## config.mk

```make
export PLATFORM = sky130hd
export DESIGN_NAME = form_urlencoded_query_parser_unit
export DESIGN_NICKNAME = d
export VERILOG_FILES = /design/src/rtl/upf_pkg.sv /design/src/rtl/upf_front.sv /design/src/rtl/upf_queue.sv /design/src/rtl/upf_back.sv /design/src/rtl/form_urlencoded_query_parser_unit.sv
export SDC_FILE = /design/constraint.sdc
export NUM_CORES = 1
export LEC_CHECK = 0
export BUFFER_PORTS_ARGS = -buffer_cell sky130_fd_sc_hd__buf_2
export CAP_MARGIN = 10
export CORE_MARGIN = 2
export CORE_UTILIZATION = 35
export CTS_CLUSTER_DIAMETER = 150
export DETAILED_ROUTE_END_ITERATION = 6
export PLACE_DENSITY_LB_ADDON = 0.3
export SLEW_MARGIN = 15
export SYNTH_ARGS = -nofsm -noshare
export SYNTH_HDL_FRONTEND = slang
export SYNTH_SLANG_ARGS = --single-unit
```

## constraint.sdc

```tcl
create_clock -name clk -period 7.3 [get_ports clk]
set_input_delay 0.365 -clock clk [delete_from_list [all_inputs] [get_ports clk]]
set_output_delay 0.365 -clock clk [all_outputs]
set_load 0.05 [all_outputs]
```

## src/rtl/upf_pkg.sv

```systemverilog
// Shared types, character constants and helpers for the query string parser.
package upf_pkg;

	localparam int QUEUE_DEPTH = 4;
	localparam int MAX_RESULTS = 4;

	localparam logic [7:0] CH_PLUS    = 8'h2B;
	localparam logic [7:0] CH_PERCENT = 8'h25;
	localparam logic [7:0] CH_AMP     = 8'h26;
	localparam logic [7:0] CH_EQUALS  = 8'h3D;
	localparam logic [7:0] CH_SPACE   = 8'h20;

	// Escape progress codes
	localparam logic [1:0] ESC_NONE  = 2'd0;
	localparam logic [1:0] ESC_PCT   = 2'd1;
	localparam logic [1:0] ESC_DIGIT = 2'd2;

	typedef struct packed {
		logic [7:0] char_in;
		logic       end_of_query;
	} upf_in_t;

	typedef struct packed {
		logic [7:0] data_byte;
		logic       has_byte;
		logic       in_value;
		logic       key_done;
		logic       pair_done;
		logic       run_last;
	} upf_out_t;

	// All results caused by one input byte, in order; run_last marks the final one
	typedef struct packed {
		upf_out_t [MAX_RESULTS-1:0] res;
	} upf_bundle_t;

	// Bit 4 flags a hex digit, bits 3:0 hold its value
	function automatic logic [4:0] hex_of(input logic [7:0] c);
		logic [4:0] r;
		r = 5'd0;
		if (c >= 8'h30 && c <= 8'h39) begin
			r = {1'b1, 4'(c - 8'h30)};
		end else if (c >= 8'h61 && c <= 8'h66) begin
			r = {1'b1, 4'(c - 8'h57)};
		end else if (c >= 8'h41 && c <= 8'h46) begin
			r = {1'b1, 4'(c - 8'h37)};
		end
		return r;
	endfunction

	function automatic upf_out_t mk_res(input logic [7:0] b, input logic has,
			input logic inval, input logic kd, input logic pd);
		upf_out_t r;
		r.data_byte = b;
		r.has_byte  = has;
		r.in_value  = inval;
		r.key_done  = kd;
		r.pair_done = pd;
		r.run_last  = 1'b0;
		return r;
	endfunction

endpackage

```

## src/rtl/upf_front.sv

```systemverilog
// Front end: accepts raw bytes, tracks segment and escape state, builds result bundles.
module upf_front (
	input  logic                 clk,
	input  logic                 arst_n,
	input  logic                 take,
	input  upf_pkg::upf_in_t     item,
	output logic                 push,
	output upf_pkg::upf_bundle_t bundle
);
	import upf_pkg::*;

	logic [1:0] cnt_q;
	logic [7:0] digit_q;
	logic       value_q;
	logic       started_q;

	logic [1:0]  cnt_d;
	logic [7:0]  digit_d;
	logic        value_d;
	logic        started_d;
	logic [2:0]  n;
	upf_out_t [MAX_RESULTS-1:0] res;
	logic        consumed;
	logic [4:0]  hx_c;
	logic [4:0]  hx_d;
	logic [7:0]  c;

	assign c    = item.char_in;
	assign hx_c = hex_of(c);
	assign hx_d = hex_of(digit_q);

	// Classify the byte and list its results in order
	always_comb begin
		cnt_d     = cnt_q;
		digit_d   = digit_q;
		value_d   = value_q;
		started_d = started_q;
		n         = 3'd0;
		res       = '0;
		consumed  = 1'b0;

		if (c != CH_AMP) begin
			started_d = 1'b1;
			if (cnt_q == ESC_PCT) begin
				if (hx_c[4]) begin
					digit_d  = c;
					cnt_d    = ESC_DIGIT;
					consumed = 1'b1;
				end else begin
					res[n[1:0]] = mk_res(CH_PERCENT, 1'b1, value_d, 1'b0, 1'b0);
					n = n + 3'd1;
					cnt_d   = ESC_NONE;
					digit_d = 8'd0;
				end
			end else if (cnt_q == ESC_DIGIT) begin
				if (hx_d[4] && hx_c[4]) begin
					res[n[1:0]] = mk_res({hx_d[3:0], hx_c[3:0]}, 1'b1, value_d, 1'b0, 1'b0);
					n = n + 3'd1;
					consumed = 1'b1;
				end else begin
					res[n[1:0]] = mk_res(CH_PERCENT, 1'b1, value_d, 1'b0, 1'b0);
					n = n + 3'd1;
					res[n[1:0]] = mk_res(digit_q, 1'b1, value_d, 1'b0, 1'b0);
					n = n + 3'd1;
				end
				cnt_d   = ESC_NONE;
				digit_d = 8'd0;
			end else begin
				cnt_d = ESC_NONE;
			end

			if (!consumed) begin
				if (c == CH_EQUALS && !value_d) begin
					res[n[1:0]] = mk_res(8'd0, 1'b0, 1'b0, 1'b1, 1'b0);
					n = n + 3'd1;
					value_d = 1'b1;
				end else if (c == CH_PERCENT) begin
					cnt_d   = ESC_PCT;
					digit_d = 8'd0;
				end else if (c == CH_PLUS) begin
					res[n[1:0]] = mk_res(CH_SPACE, 1'b1, value_d, 1'b0, 1'b0);
					n = n + 3'd1;
				end else begin
					res[n[1:0]] = mk_res(c, 1'b1, value_d, 1'b0, 1'b0);
					n = n + 3'd1;
				end
			end
		end

		// Close the segment on '&' or at end of query
		if (c == CH_AMP || item.end_of_query) begin
			if (cnt_d == ESC_PCT) begin
				res[n[1:0]] = mk_res(CH_PERCENT, 1'b1, value_d, 1'b0, 1'b0);
				n = n + 3'd1;
			end else if (cnt_d == ESC_DIGIT) begin
				res[n[1:0]] = mk_res(CH_PERCENT, 1'b1, value_d, 1'b0, 1'b0);
				n = n + 3'd1;
				res[n[1:0]] = mk_res(digit_d, 1'b1, value_d, 1'b0, 1'b0);
				n = n + 3'd1;
			end
			if (started_d) begin
				if (!value_d) begin
					res[n[1:0]] = mk_res(8'd0, 1'b0, 1'b0, 1'b1, 1'b1);
				end else begin
					res[n[1:0]] = mk_res(8'd0, 1'b0, 1'b1, 1'b0, 1'b1);
				end
				n = n + 3'd1;
			end
			cnt_d     = ESC_NONE;
			digit_d   = 8'd0;
			value_d   = 1'b0;
			started_d = 1'b0;
		end

		if (n != 3'd0) begin
			res[2'(n - 3'd1)].run_last = 1'b1;
		end
	end

	assign push       = take && (n != 3'd0);
	assign bundle.res = res;

	// Advance parser state on each accepted byte
	always_ff @(posedge clk or negedge arst_n) begin
		if (!arst_n) begin
			cnt_q     <= ESC_NONE;
			digit_q   <= 8'd0;
			value_q   <= 1'b0;
			started_q <= 1'b0;
		end else if (take) begin
			cnt_q     <= cnt_d;
			digit_q   <= digit_d;
			value_q   <= value_d;
			started_q <= started_d;
		end
	end

endmodule

```

## src/rtl/upf_queue.sv

```systemverilog
// Short bundle queue between the front end and the back end.
module upf_queue #(
	parameter int Depth = upf_pkg::QUEUE_DEPTH
) (
	input  logic                 clk,
	input  logic                 arst_n,
	input  logic                 push,
	input  upf_pkg::upf_bundle_t wr_data,
	input  logic                 pop,
	output upf_pkg::upf_bundle_t rd_data,
	output logic                 full,
	output logic                 empty
);
	import upf_pkg::*;

	localparam int PtrW = (Depth > 1) ? $clog2(Depth) : 1;
	localparam int CntW = $clog2(Depth + 1);
	localparam logic [PtrW-1:0] LastPtr = PtrW'(Depth - 1);

	upf_bundle_t         mem_q [Depth];
	logic [PtrW-1:0]     wr_ptr_q;
	logic [PtrW-1:0]     rd_ptr_q;
	logic [CntW-1:0]     count_q;

	assign full    = (count_q == CntW'(Depth));
	assign empty   = (count_q == '0);
	assign rd_data = mem_q[rd_ptr_q];

	// Store entries
	always_ff @(posedge clk) begin
		if (push) begin
			mem_q[wr_ptr_q] <= wr_data;
		end
	end

	// Advance pointers and occupancy
	always_ff @(posedge clk or negedge arst_n) begin
		if (!arst_n) begin
			wr_ptr_q <= '0;
			rd_ptr_q <= '0;
			count_q  <= '0;
		end else begin
			if (push) begin
				wr_ptr_q <= (wr_ptr_q == LastPtr) ? '0 : wr_ptr_q + PtrW'(1);
			end
			if (pop) begin
				rd_ptr_q <= (rd_ptr_q == LastPtr) ? '0 : rd_ptr_q + PtrW'(1);
			end
			if (push && !pop) begin
				count_q <= count_q + CntW'(1);
			end else if (pop && !push) begin
				count_q <= count_q - CntW'(1);
			end
		end
	end

endmodule

```

## src/rtl/upf_back.sv

```systemverilog
// Back end: unpacks bundles one result per cycle, while rsp_ready allows, into the output register.
module upf_back (
	input  logic                 clk,
	input  logic                 arst_n,
	input  logic                 empty,
	input  upf_pkg::upf_bundle_t head,
	output logic                 pop,
	output logic                 rsp_valid,
	input  logic                 rsp_ready,
	output upf_pkg::upf_out_t    rsp_data
);
	import upf_pkg::*;

	logic [1:0] idx_q;
	logic       valid_q;
	upf_out_t   out_q;
	logic       load;
	upf_out_t   cur;

	assign load      = !valid_q || rsp_ready;
	assign cur       = head.res[idx_q];
	assign pop       = load && !empty && cur.run_last;
	assign rsp_valid = valid_q;
	assign rsp_data  = out_q;

	// Hold the payload until taken, then load the next result
	always_ff @(posedge clk) begin
		if (load && !empty) begin
			out_q <= cur;
		end
	end

	// Step through the head bundle and track output occupancy
	always_ff @(posedge clk or negedge arst_n) begin
		if (!arst_n) begin
			valid_q <= 1'b0;
			idx_q   <= 2'd0;
		end else if (load) begin
			valid_q <= !empty;
			if (!empty) begin
				idx_q <= cur.run_last ? 2'd0 : idx_q + 2'd1;
			end
		end
	end

endmodule

```

## src/rtl/form_urlencoded_query_parser_unit.sv

```systemverilog
// Top level of the streaming form-urlencoded query string parser.
// A byte's results pass through the queue, then the output register, to reach rsp.
// Throughput: one byte per cycle while the queue is not full, rsp_ready is high and
// each byte yields at most one result; the back end drains one result per cycle, so a
// byte's results leave in turn. Bytes that yield no result never enter the queue.
// Reset: arst_n clears parser state, empties the queue and drops the output register.
module form_urlencoded_query_parser_unit #(
	parameter int QueueDepth = upf_pkg::QUEUE_DEPTH
) (
	input  logic              clk,
	input  logic              arst_n,
	input  logic              req_valid,
	output logic              req_ready,
	input  upf_pkg::upf_in_t  req_data,
	output logic              rsp_valid,
	input  logic              rsp_ready,
	output upf_pkg::upf_out_t rsp_data
);
	import upf_pkg::*;

	logic        take;
	logic        push;
	logic        pop;
	logic        full;
	logic        empty;
	upf_bundle_t wr_bundle;
	upf_bundle_t head;

	assign req_ready = !full;
	assign take      = req_valid && req_ready;

	upf_front u_front (
		.clk    (clk),
		.arst_n (arst_n),
		.take   (take),
		.item   (req_data),
		.push   (push),
		.bundle (wr_bundle)
	);

	upf_queue #(
		.Depth (QueueDepth)
	) u_queue (
		.clk     (clk),
		.arst_n  (arst_n),
		.push    (push),
		.wr_data (wr_bundle),
		.pop     (pop),
		.rd_data (head),
		.full    (full),
		.empty   (empty)
	);

	upf_back u_back (
		.clk       (clk),
		.arst_n    (arst_n),
		.empty     (empty),
		.head      (head),
		.pop       (pop),
		.rsp_valid (rsp_valid),
		.rsp_ready (rsp_ready),
		.rsp_data  (rsp_data)
	);

	// Never drain a bundle from an empty queue
	a_pop_nonempty: assert property (@(posedge clk) disable iff (!arst_n)
		pop |-> !empty)
		else $error("bundle popped from empty queue");

	// A pair end is always the final result of its byte
	a_pair_last: assert property (@(posedge clk) disable iff (!arst_n)
		(rsp_valid && rsp_data.pair_done) |-> rsp_data.run_last)
		else $error("pair_done result not marked run_last");

	// Every result carries either a byte or a marker
	a_result_kind: assert property (@(posedge clk) disable iff (!arst_n)
		rsp_valid |-> (rsp_data.has_byte || rsp_data.key_done || rsp_data.pair_done))
		else $error("empty result emitted");

	// A byte result never carries a marker
	a_byte_no_marker: assert property (@(posedge clk) disable iff (!arst_n)
		(rsp_valid && rsp_data.has_byte) |-> (!rsp_data.key_done && !rsp_data.pair_done))
		else $error("byte result carries a marker");

endmodule
```

# Word-level counts from Yosys, hierarchy flattened
# Memory sizes are Yosys's and may differ from the RTL's.
# Cells that the tools add are included.
# W data, S select, Z words.
# op_classes
n_mux	90
addsub	16
magnitude_cmp	23
n_eq_ne	12
n_bitwise	10
reduce_logical	31
# op_table
op	n
$mux W52	12
$bwmux W52	5
$mux W13	11
$demux W13 S2	5
$and A44 B44 Y44	2
$not A44 Y44	2
$mux W8	8
$and A24 B48 Y48	1
$not A48 Y48	1
$mux W3	14
$eq A8 B6 Y1 const B	4
$ge A8 B7 Y1 const B	4
$le A8 B7 Y1 const B	4
$mux W5	6
$bmux W13 S2	1
$mux W26	1
$mux W2	11
$logic_and A1 B1 Y1	19
$lt A2 B3 Y1 const B	6
$ge A8 B6 Y1 const B	2
$le A8 B6 Y1 const B	2
$or A8 B8 Y8	2
$sub A4 B3 Y4 const B	4
$add A3 B1 Y3 const B	5
19 further kinds	50
# totals
n_memories	1
regBits	35
output_inout_bits	15
mem_bits_rw	208
# memory_table
name	depth	width	rd	rd_ports_with_merged_regs	write_ports	line	rtl
u_queue.mem_q	4	52	1	0	1	upf_queue.sv:20	upf_bundle_t mem_q [Depth];

# Logic depth before layout (Yosys ltp)
# Gate-level depths: netlist of the first run.
# depth
word_depth	31
ltp_mapped	26

# By module
# From an unflattened synthesis of the first run, not the netlist that was laid out.
# unflattened
hier_cells	781
hier_area_um2	11785.1
# modules_own_cells
mod	n_inst	seq_area_each_um2	cells_per_inst	area_each_um2
upf_queue	1	6421.2	308	7985.2
upf_front	1	300.3	426	2900.3
upf_back	1	465.4	45	889.6
form_urlencoded_query_parser_unit	1	0.0	2	10.0

# Worst setup path before layout of the first run
# OpenSTA, ideal clock, no wires.
# synth_path
path_type	register to register
from	register u_front.digit_q[0]
to	memory u_queue.mem_q[0][0] (netlist name) (enable)
setup_time_ns	0.415
required_ns	6.885
synth_period_minus_slack_ns	5.446
t_arrival_ns	5.031
stages_incl_launch_ff	22
slack_ns	1.854
cell_sequence	dfrtp_1 clkbuf_1 inv_1 ha_1 o21bai_4 a2111oi_4 a31oi_2 o21ai_4 a21oi_1 inv_1 ha_1 nor2_1 or3_1 a211oi_1 a21oi_1 o21ai_0 ha_1 o22ai_1 a31o_4 a21oi_1 a211o_4 and2_1
# synth_between
elab_chain_cells	27
# synth_lines
item	line	rtl
from (decl)	upf_front.sv:13	logic [7:0] digit_q;
from (signal assigned)	upf_front.sv:132	digit_q <= digit_d;
$ge A8 B7 Y1 / $le A8 B7 Y1 (equally long branches)	upf_pkg.sv:45	end else if (c >= 8'h41 && c <= 8'h46) begin
$logic_and A1 B1 Y1	upf_pkg.sv:45	
$mux W5	upf_pkg.sv:45	
$mux W5	upf_pkg.sv:43	end else if (c >= 8'h61 && c <= 8'h66) begin
$mux W5 (*)	upf_pkg.sv:41	if (c >= 8'h30 && c <= 8'h39) begin
$logic_and A1 B1 Y1 (*)	upf_front.sv:56	if (hx_d[4] && hx_c[4]) begin
$mux W2	upf_front.sv:56	
$mux W3	upf_front.sv:55	end else if (cnt_q == ESC_DIGIT) begin
(+12 left out)	--	
$add A3 B1 Y3	upf_front.sv:107	n = n + 3'd1;
$mux W3	upf_front.sv:101	if (started_d) begin
$mux W3 (*)	upf_front.sv:91	if (c == CH_AMP || item.end_of_query) begin
$reduce_bool A3 Y1 (*)	upf_front.sv:120	assign push = take && (n != 3'd0);
$logic_and A1 B1 Y1 (*)	upf_front.sv:120	
named net push	form_urlencoded_query_parser_unit.sv:22	logic push;
$mux W1 (*)	upf_queue.sv:31	if (push) begin
$mux W1 (implied by the code) (*)	upf_queue.sv:32	mem_q[wr_ptr_q] <= wr_data;
to (decl)	upf_queue.sv:20	
# Mark *: on every way through the listed nets, which the timed path passes. The rest lies on a longest branch. The select of a mux whose other input is x is not followed.

# Worst setup path after layout of the first run
# layout_path
from	register u_front.digit_q[0]
to	memory u_queue.mem_q[3][4] (netlist name) (enable)
# The elaborated chain is that of the path after synthesis.

==> results.txt, run 1 <==
Yosys cell types: 77
Ys async rst share: 9.053%
Vias: 6661
Avg Cell Area, Syn: 15.41 sq um
Cell Chain, Critical Path: inv_1 > ha_1 > o21bai_4 > a2111oi_4 > a31oi_2 > o21ai_4 > a21oi_1 > inv_1 > ha_1 > nor2_1 > or3_1 > a211oi_1 > a21oi_1 > o21ai_0 > ha_1 > o22ai_1 > a31o_4 > a21oi_1 > a211o_4 > and2_2 > buf_4
Dpl ws: 1.536 ns
Mapped Area: 11360 sq um
Cell Rows: 65
H-tree depth: 1
Crit path largest cell delay: 0.73 ns
Antenna cells: 0
Setup_tns: 0 ns
Largest net degree at the start of global routing: 55
Yosys warns: 0
Worst min path class: in -> reg
Worst path slowest cell: and2_2
Inserted Clock Buffers: 26
Maxcap violations: 0
WP data arrival: 6.01 ns
Detailed Routing Iterations Pass 1: 5
Max VDD drop: 0.1728 mV
Detail Route Antenna Nets: 0
Post-synthesis sequential area ratio: 63.29%
Setup ws final: 1.499 ns
Final min period: 5.801 ns
Wire length of the first global-routing pass: 40930 um
Post-synth net total: 773
Status: finished clean
Worst-path clk slew: 0.08 ns
Final hold vios: 0
Maximum root-to-sink buffer count: 3
Hpwl dp: 17640 um
Final wirelength: 26540 um
Latest clock arrival within the worst-skew pair: 0.54 ns
Max_slew headroom: 29.74%
Overall routing resource usage: 15.98%
GRT overflow: 0
P_leak: 0.004286 uW
WS Path Type: reg -> reg
Vias in the first global route: 6515
CTS Sinks: 243
Pwr Density: 350.2 nW/um^2
Die W: 184.1 um
Max Clk Rate: 172.4 MHz
Final net count: 800
Fillcell total: 2891
I/O Buffers: 27
Final routed DRC violation total: 0
Core box area: 31720 sq um
Routability Congestion: 0.9361
Hold path depth: 4
CTS root buf: clkbuf_16
Unrepaired setup endpoints after global routing: false
Clk_skew: 0.03184 ns
Area grow syn2layout: 12.96%
Initial antenna violation count: 0
CTS tree: built
Io pins: 28
Final Cycle Share: 79.46%
Final setup vio count: 0
Initial core utilization: 35.80%
Vert. Die Dim: 184.1 um
Reg-to-Reg Start: u_front.digit_q[0]$_DFFE_PN0P_
Hold Crit Endpoint: u_back.rsp_valid$_DFFE_PN0N_
CP max FO: 30
DR iter-0 viols: 795
Setup slack, reg-to-reg: 1.50 ns
Vias per std cell: 5.616
Reg2reg path depth: 21
Die ar.: 33900 sq um
Main flop type after synthesis: edfxtp_1
Worst EP required: 7.51 ns
Share of post-route cells with drive strength above 1: 22.70%
Slew Limit Fails: 0
Critical path launch point type: register
Measured slew at the worst slew-check pin: 1.054 ns
Post-synth EDFFs: 221
Post-synthesis cell count: 737
Setup crit end kind: register
Synth Register Bits: 243
Worst R2R End: u_queue.mem_q[3][4]$_DFFE_PP_
Hold wc startpoint: rsp_ready
Resized cells post-CTS: 0
Routed len/inst: 22.37 um
-- critical path: cells and delay by family, from the launching register on --
kind,cells,cell delay [ns]
compound gates,12,2.45
flops,1,0.50
fa+ha+maj,3,0.70
simple gates,3,1.13
buf+inv,3,0.66
-- final cells by class --
type	instances	area, sq um	area share, %
Clock buffer	28	679.4	5.297
Inverter	20	75.07	0.5853
Clock inverter	20	227.7	1.775
Timing Repair Buffer	41	242.7	1.892
Tap cell	402	503.0	3.921
Sequential cell	243	7192	56.07
Multi-Input combinational cell	432	3908	30.46
-- sequential cells by signal, indices dropped and copies added, names as in the netlist --
signal	flops
u_back.idx_q	2
u_back.rsp_data	13
u_back.rsp_valid	1
u_front.cnt_q	2
u_front.digit_q	8
u_front.started_q	1
u_front.value_q	1
u_queue.count_q	3
u_queue.mem_q	208
u_queue.rd_ptr_q	2
u_queue.wr_ptr_q	2
-- how the worst max path moves through the flow --
stage / from / endpoint / slack [ns] / depth (start not counted)
global route: u_front.digit_q[0]$_DFFE_PN0P_ / u_queue.mem_q[3][4]$_DFFE_PP_ / 1.06 / 20
detailed placement: req_data[2] / u_queue.mem_q[3][32]$_DFFE_PP_ / 1.54 / 22
finish: u_front.digit_q[0]$_DFFE_PN0P_ / u_queue.mem_q[3][4]$_DFFE_PP_ / 1.50 / 21
floorplan: u_front.digit_q[0]$_DFFE_PN0P_ / u_queue.mem_q[0][0]$_DFFE_PP_ / 1.85 / 21
global placement: req_data[2] / u_queue.mem_q[3][45]$_DFFE_PP_ / 1.71 / 22
CTS: u_front.digit_q[0]$_DFFE_PN0P_ / u_queue.mem_q[3][10]$_DFFE_PP_ / 1.49 / 21
-- report_power, final --
part | switching [uW] | total, uW | leakage [uW] | internal (uW)
Sequential | 97.3 | 1920 | 0.00228 | 1820
Clock | 534 | 1380 | 0.000446 | 848
Combinational | 667 | 1190 | 0.00156 | 521
-- metrics by stage --
stage          area [sq um]  power (uW)  utilization, %  instances  hold slack [ns]
2_1_floorplan         11360        2844               -        737          0.06941
3_3_place_gp          11910        3158           37.55       1137           0.3814
3_5_place_dp          11910        3170           37.55       1137           0.3856
4_1_cts               12830        4558           40.44       1186          0.08454
5_1_grt               12830        4705           40.44       1186           0.1243
6_report              12830        4492           40.44       1186          0.09811
-- cells by family (layout without fill, tap and decap cells) --
logic type / Yosys count / count (layout) / share of synthesized area [%]
compound gates: 146 / 146 / 9.487
xor+xnor: 13 / 13 / 1.003
fa+ha+maj: 23 / 23 / 2.600
buf+inv: 62 / 109 / 2.347
flops: 243 / 243 / 63.29
mux: 71 / 71 / 13.54
simple gates: 179 / 179 / 7.735
-- synthesized netlist by cell type, types with 2 or more instances --
master	n	area, sq um
nand3b_1	2	15.01
dfrtp_1	22	550.5
a21boi_0	2	15.01
clkbuf_1	21	78.83
mux2_4	2	30.03
nand4_1	3	18.77
ha_1	22	275.3
nor2_2	2	12.51
nor2_1	51	191.4
o22ai_1	6	37.54
mux2_2	3	33.78
a31oi_1	6	37.54
or3_1	2	12.51
a32o_1	2	20.02
nor3_2	2	20.02
a21o_1	11	82.58
a22oi_1	17	127.6
o21ai_0	26	130.1
xor2_1	4	35.03
buf_1	6	22.52
buf_2	12	60.06
inv_1	20	75.07
edfxtp_1	221	6636
nand2b_1	5	31.28
buf_6	2	22.52
xnor2_1	9	78.83
nand2_1	54	202.7
and3_1	4	25.02
mux4_2	65	1464
a22o_1	7	61.31
and2_1	11	68.82
o211ai_1	6	45.04
a21oi_1	31	155.2
nor2b_1	3	18.77
a311oi_1	2	17.52
nand3_1	12	60.06
a31oi_4	2	42.54
nor3_1	14	70.07
a32oi_1	4	35.03
o31ai_1	4	30.03
-- cells in the final DEF, fill, tap and decap left out, types with 11 or more instances in the layout --
cell type  Yosys  routed
a22oi_1       17      17
edfxtp_1     221     221
buf_2         12      27
a21o_1        11      11
nand3_1       12      12
clkbuf_16      0      27
mux4_2        65      65
o21ai_0       26      26
nand2_1       54      54
inv_1         20      20
nor2_1        51      51
buf_4          1      13
a21oi_1       31      31
nor3_1        14      14
ha_1          22      22
dfrtp_1       22      20
-- timing repair --
action                                 4_1_cts  5_1_grt
endpoints found under the hold margin       22        0
buffers inserted                             0        0
hold buffers                                 1        0
-- per-layer routing --
layer	track usage [%]	vias up	routed length [um]
li1	-	2967	-
met1	24.15	3385	12430
met2	23.94	264	11730
met3	2.450	45	1797
met4	4.448	0	571
met5	0	-	0
Power figures use the tool's default switching activity.
==> run 2: changes to the inputs <==
--- a/config.mk
+++ b/config.mk
@@ -5,6 +5,7 @@
 export SDC_FILE = /design/constraint.sdc
 export NUM_CORES = 1
 export LEC_CHECK = 0
+export ABC_AREA = 1
 export BUFFER_PORTS_ARGS = -buffer_cell sky130_fd_sc_hd__buf_2
 export CAP_MARGIN = 10
 export CORE_MARGIN = 2
==> constraint.sdc (replaced) <==
create_clock -name clk -period 5.48 [get_ports clk]
set_input_delay 0.274 -clock clk [delete_from_list [all_inputs] [get_ports clk]]
set_output_delay 0.274 -clock clk [all_outputs]
set_load 0.05 [all_outputs]
==> run 2 against run 1 <==
  * Hold slack improved by 0.17 ns
  * Sequential share of layout area decreased by 1.5 points
  * Sequential cell count did not move
  * Routed wire length increased by 21%
  * Via count rose by 24%
  * First-iteration DRC count is 9.1% higher
  * Synthesized cell count up 43%
  * Global-route usage rose by 2.2 points
  * Clock skew fell by 0.017 ns
  * Synthesized area rose by 2.5%
  * Non-clock buffer count is 10 higher
==> results.txt, run 2 <==
Detailed Routing Iterations Pass 1: 6
Clk_skew: 0.01488 ns
Synth Register Bits: 243
Sequential share of power: 43.1%
Dpl ws: 0.6358 ns
Wire length of the first global-routing pass: 48670 um
Latest clock arrival within the worst-skew pair: 0.51 ns
Vias per std cell: 5.348
Biggest register: u_queue.mem_q
Reg2reg path depth: 33
Cell Rows: 66
Measured slew at the worst slew-check pin: 1.018 ns
Status: finished clean
Final hold vios: 0
Cell mode on critical path: nand2_1
Post-synthesis sequential area ratio: 61.74%
Maximum root-to-sink buffer count: 3
Detail Route Antenna Nets: 0
Vias: 8274
Worst path slowest cell: fa_1
Post-synthesis cell count: 1057
Leading cell type in the layout, fill and taps excluded: edfxtp_1
DR iter-0 viols: 867
Worst-path clk slew: 0.06 ns
Fillcell total: 3122
Critical path launch point type: register
Most frequent cells after synthesis: edfxtp_1, nand2_1, nor2_1, o21ai_0, inv_1
Die ar.: 34730 sq um
Area grow syn2layout: 13.19%
Final routed DRC violation total: 0
Share of post-route cells with drive strength above 1: 10.95%
Post-CTS Repair Setup Buffers: 0
Max_slew headroom: 32.13%
Post-synth net total: 1093
Initial antenna violation count: 0
CP max FO: 7
Largest net degree at the start of global routing: 76
Yosys cell types: 50
Final min period: 4.909 ns
Sw frac: 35.31%
Share of the synthesized area in the top cell type: 57.01%
Synth top area cells: edfxtp_1, dfrtp_1, o21ai_0, nand2_1, nor2_1
Worst EP required: 5.87 ns
Core box area: 32620 sq um
Worst min path class: in -> async
Post-route cell area: 13180 sq um
P_leak: 0.004844 uW
Leading area contributor after synthesis: edfxtp_1
Setup_tns: 0 ns
Routed len/inst: 20.69 um
Most frequent cells in the layout: edfxtp_1, nand2_1, nor2_1, o21ai_0, inv_1
Final Cycle Share: 89.57%
Maxcap violations: 0
Routability Congestion: 0.9981
Setup slack, reg-to-reg: 0.57 ns
Io pins: 28
Initial core utilization: 35.68%
Top-count cell post-synth: edfxtp_1
Clk pwr share: 26.1%
Largest register FFs: 208
CTS tree: built
Pwr Density: 450.5 nW/um^2
Vias in the first global route: 7835
CTS root buf: clkbuf_16
GRT overflow: 0
Vert. Die Dim: 186.4 um
Setup ws final: 0.5713 ns
Max Clk Rate: 203.7 MHz
Multi-input gate area: 3884 sq um
Setup crit end kind: register
I/O Buffers: 27
Yosys warns: 0
Antenna cells: 0
Ys async rst share: 9.053%
Final wirelength: 32010 um
Seq. cell area: 7192 sq um
WS Path Type: reg -> reg
Overall routing resource usage: 18.22%
Slew Limit Fails: 0
Mapped Area: 11640 sq um
Post-synth EDFFs: 221
Sw power: 2095 uW
H-tree depth: 1
Max VDD drop: 0.2461 mV
Avg Cell Area, Syn: 11.01 sq um
Crit path largest cell delay: 0.43 ns
Main flop type after synthesis: edfxtp_1
CTS Sinks: 243
Inserted Clock Buffers: 25
Unrepaired setup endpoints after global routing: false
Internal: 3839 uW
Post-DP Area: 12420 sq um
WP data arrival: 5.30 ns
Comb power frac: 30.8%
Final setup vio count: 0
Hpwl dp: 21730 um
Final net count: 1124
Die W: 186.4 um
-- run 2: worst paths after layout --
kind | from | endpoint
worst max register to register | u_front.digit_q[0]$_DFFE_PN0P_ | u_queue.count_q[2]$_DFFE_PN0P_
worst max-delay path | u_front.digit_q[0]$_DFFE_PN0P_ | u_queue.count_q[2]$_DFFE_PN0P_
worst min-delay path | arst_n | u_back.idx_q[1]$_DFFE_PN0P_
max in group asynchronous | arst_n | u_queue.rd_ptr_q[0]$_DFFE_PN0P_
worst min register to register | u_queue.count_q[0]$_DFFE_PN0P_ | u_queue.count_q[0]$_DFFE_PN0P_
min in group clk | req_data[0] | u_queue.mem_q[3][8]$_DFFE_PP_
-- run 2: critical path: cells and delay by family (launching register included) --
family,cells,cell delay (ns)
AOI/OAI and AO/OA,2,0.28
xor gates and xnor gates,1,0.15
adders and majority gates,5,1.22
buffers and inverters,8,0.85
DFF,1,0.40
and+or+nand+nor,17,1.88
-- run 2: final cells by class --
cell class                      count  share of cell area, %
Clock buffer                       32                  4.948
Clock inverter                     12                 0.6173
Inverter                          107                  3.077
Timing Repair Buffer               51                  3.096
Sequential cell                   243                  54.59
Tap cell                          442                  4.198
Multi-Input combinational cell    660                  29.48
-- run 2: layer usage --
layer | up-vias | wire length [um] | share of wire, % | GRT usage [%]
met2 | 270 | 14550 | 45 | 28.26
met1 | 4071 | 14560 | 45 | 26.23
met5 | - | 0 | 0 | 0
li1 | 3881 | - | - | -
met3 | 52 | 1967 | 6.1 | 2.633
met4 | 0 | 934 | 2.9 | 6.154
-- run 2: cell families (layout without fill, tap and decap cells) --
group / after synthesis / count (layout) / synth area share [%]
xor gates and xnor gates: 6 / 6 / 0.4515
AOI/OAI and AO/OA: 236 / 236 / 12.83
and+or+nand+nor: 353 / 353 / 13.62
adders and majority gates: 23 / 23 / 2.537
buffers and inverters: 154 / 202 / 5.203
muxes: 42 / 42 / 3.612
DFF: 243 / 243 / 61.74
-- run 2: power by group through the flow --
stage	Sequential [uW]	Combinational [uW]	Clock, uW
floorplan	2730	1120	0
finish	2560	1830	1550
detailed placement	2600	1850	0
CTS	2560	1860	1580
global route	2590	2020	1650
global placement	2600	1840	0
-- run 2: what timing repair did --
| action | CTS | global route |
|---|---|---|
| hold buffers | 2 | 0 |
| hold endpoints to repair | 23 | 0 |
| gates resized for setup | 0 | 0 |
-- run 2: stage by stage --
step / power, uW / std cells / util (%) / hold WS [ns]
6_report: 5935 / 1547 / 40.39 / 0.2719
5_1_grt: 6258 / 1547 / 40.39 / 0.3383
4_1_cts: 6002 / 1547 / 40.39 / 0.2868
3_5_place_dp: 4454 / 1501 / 38.08 / 0.2841
3_3_place_gp: 4438 / 1501 / 38.08 / 0.2805
2_1_floorplan: 3852 / 1057 / - / -0.02159
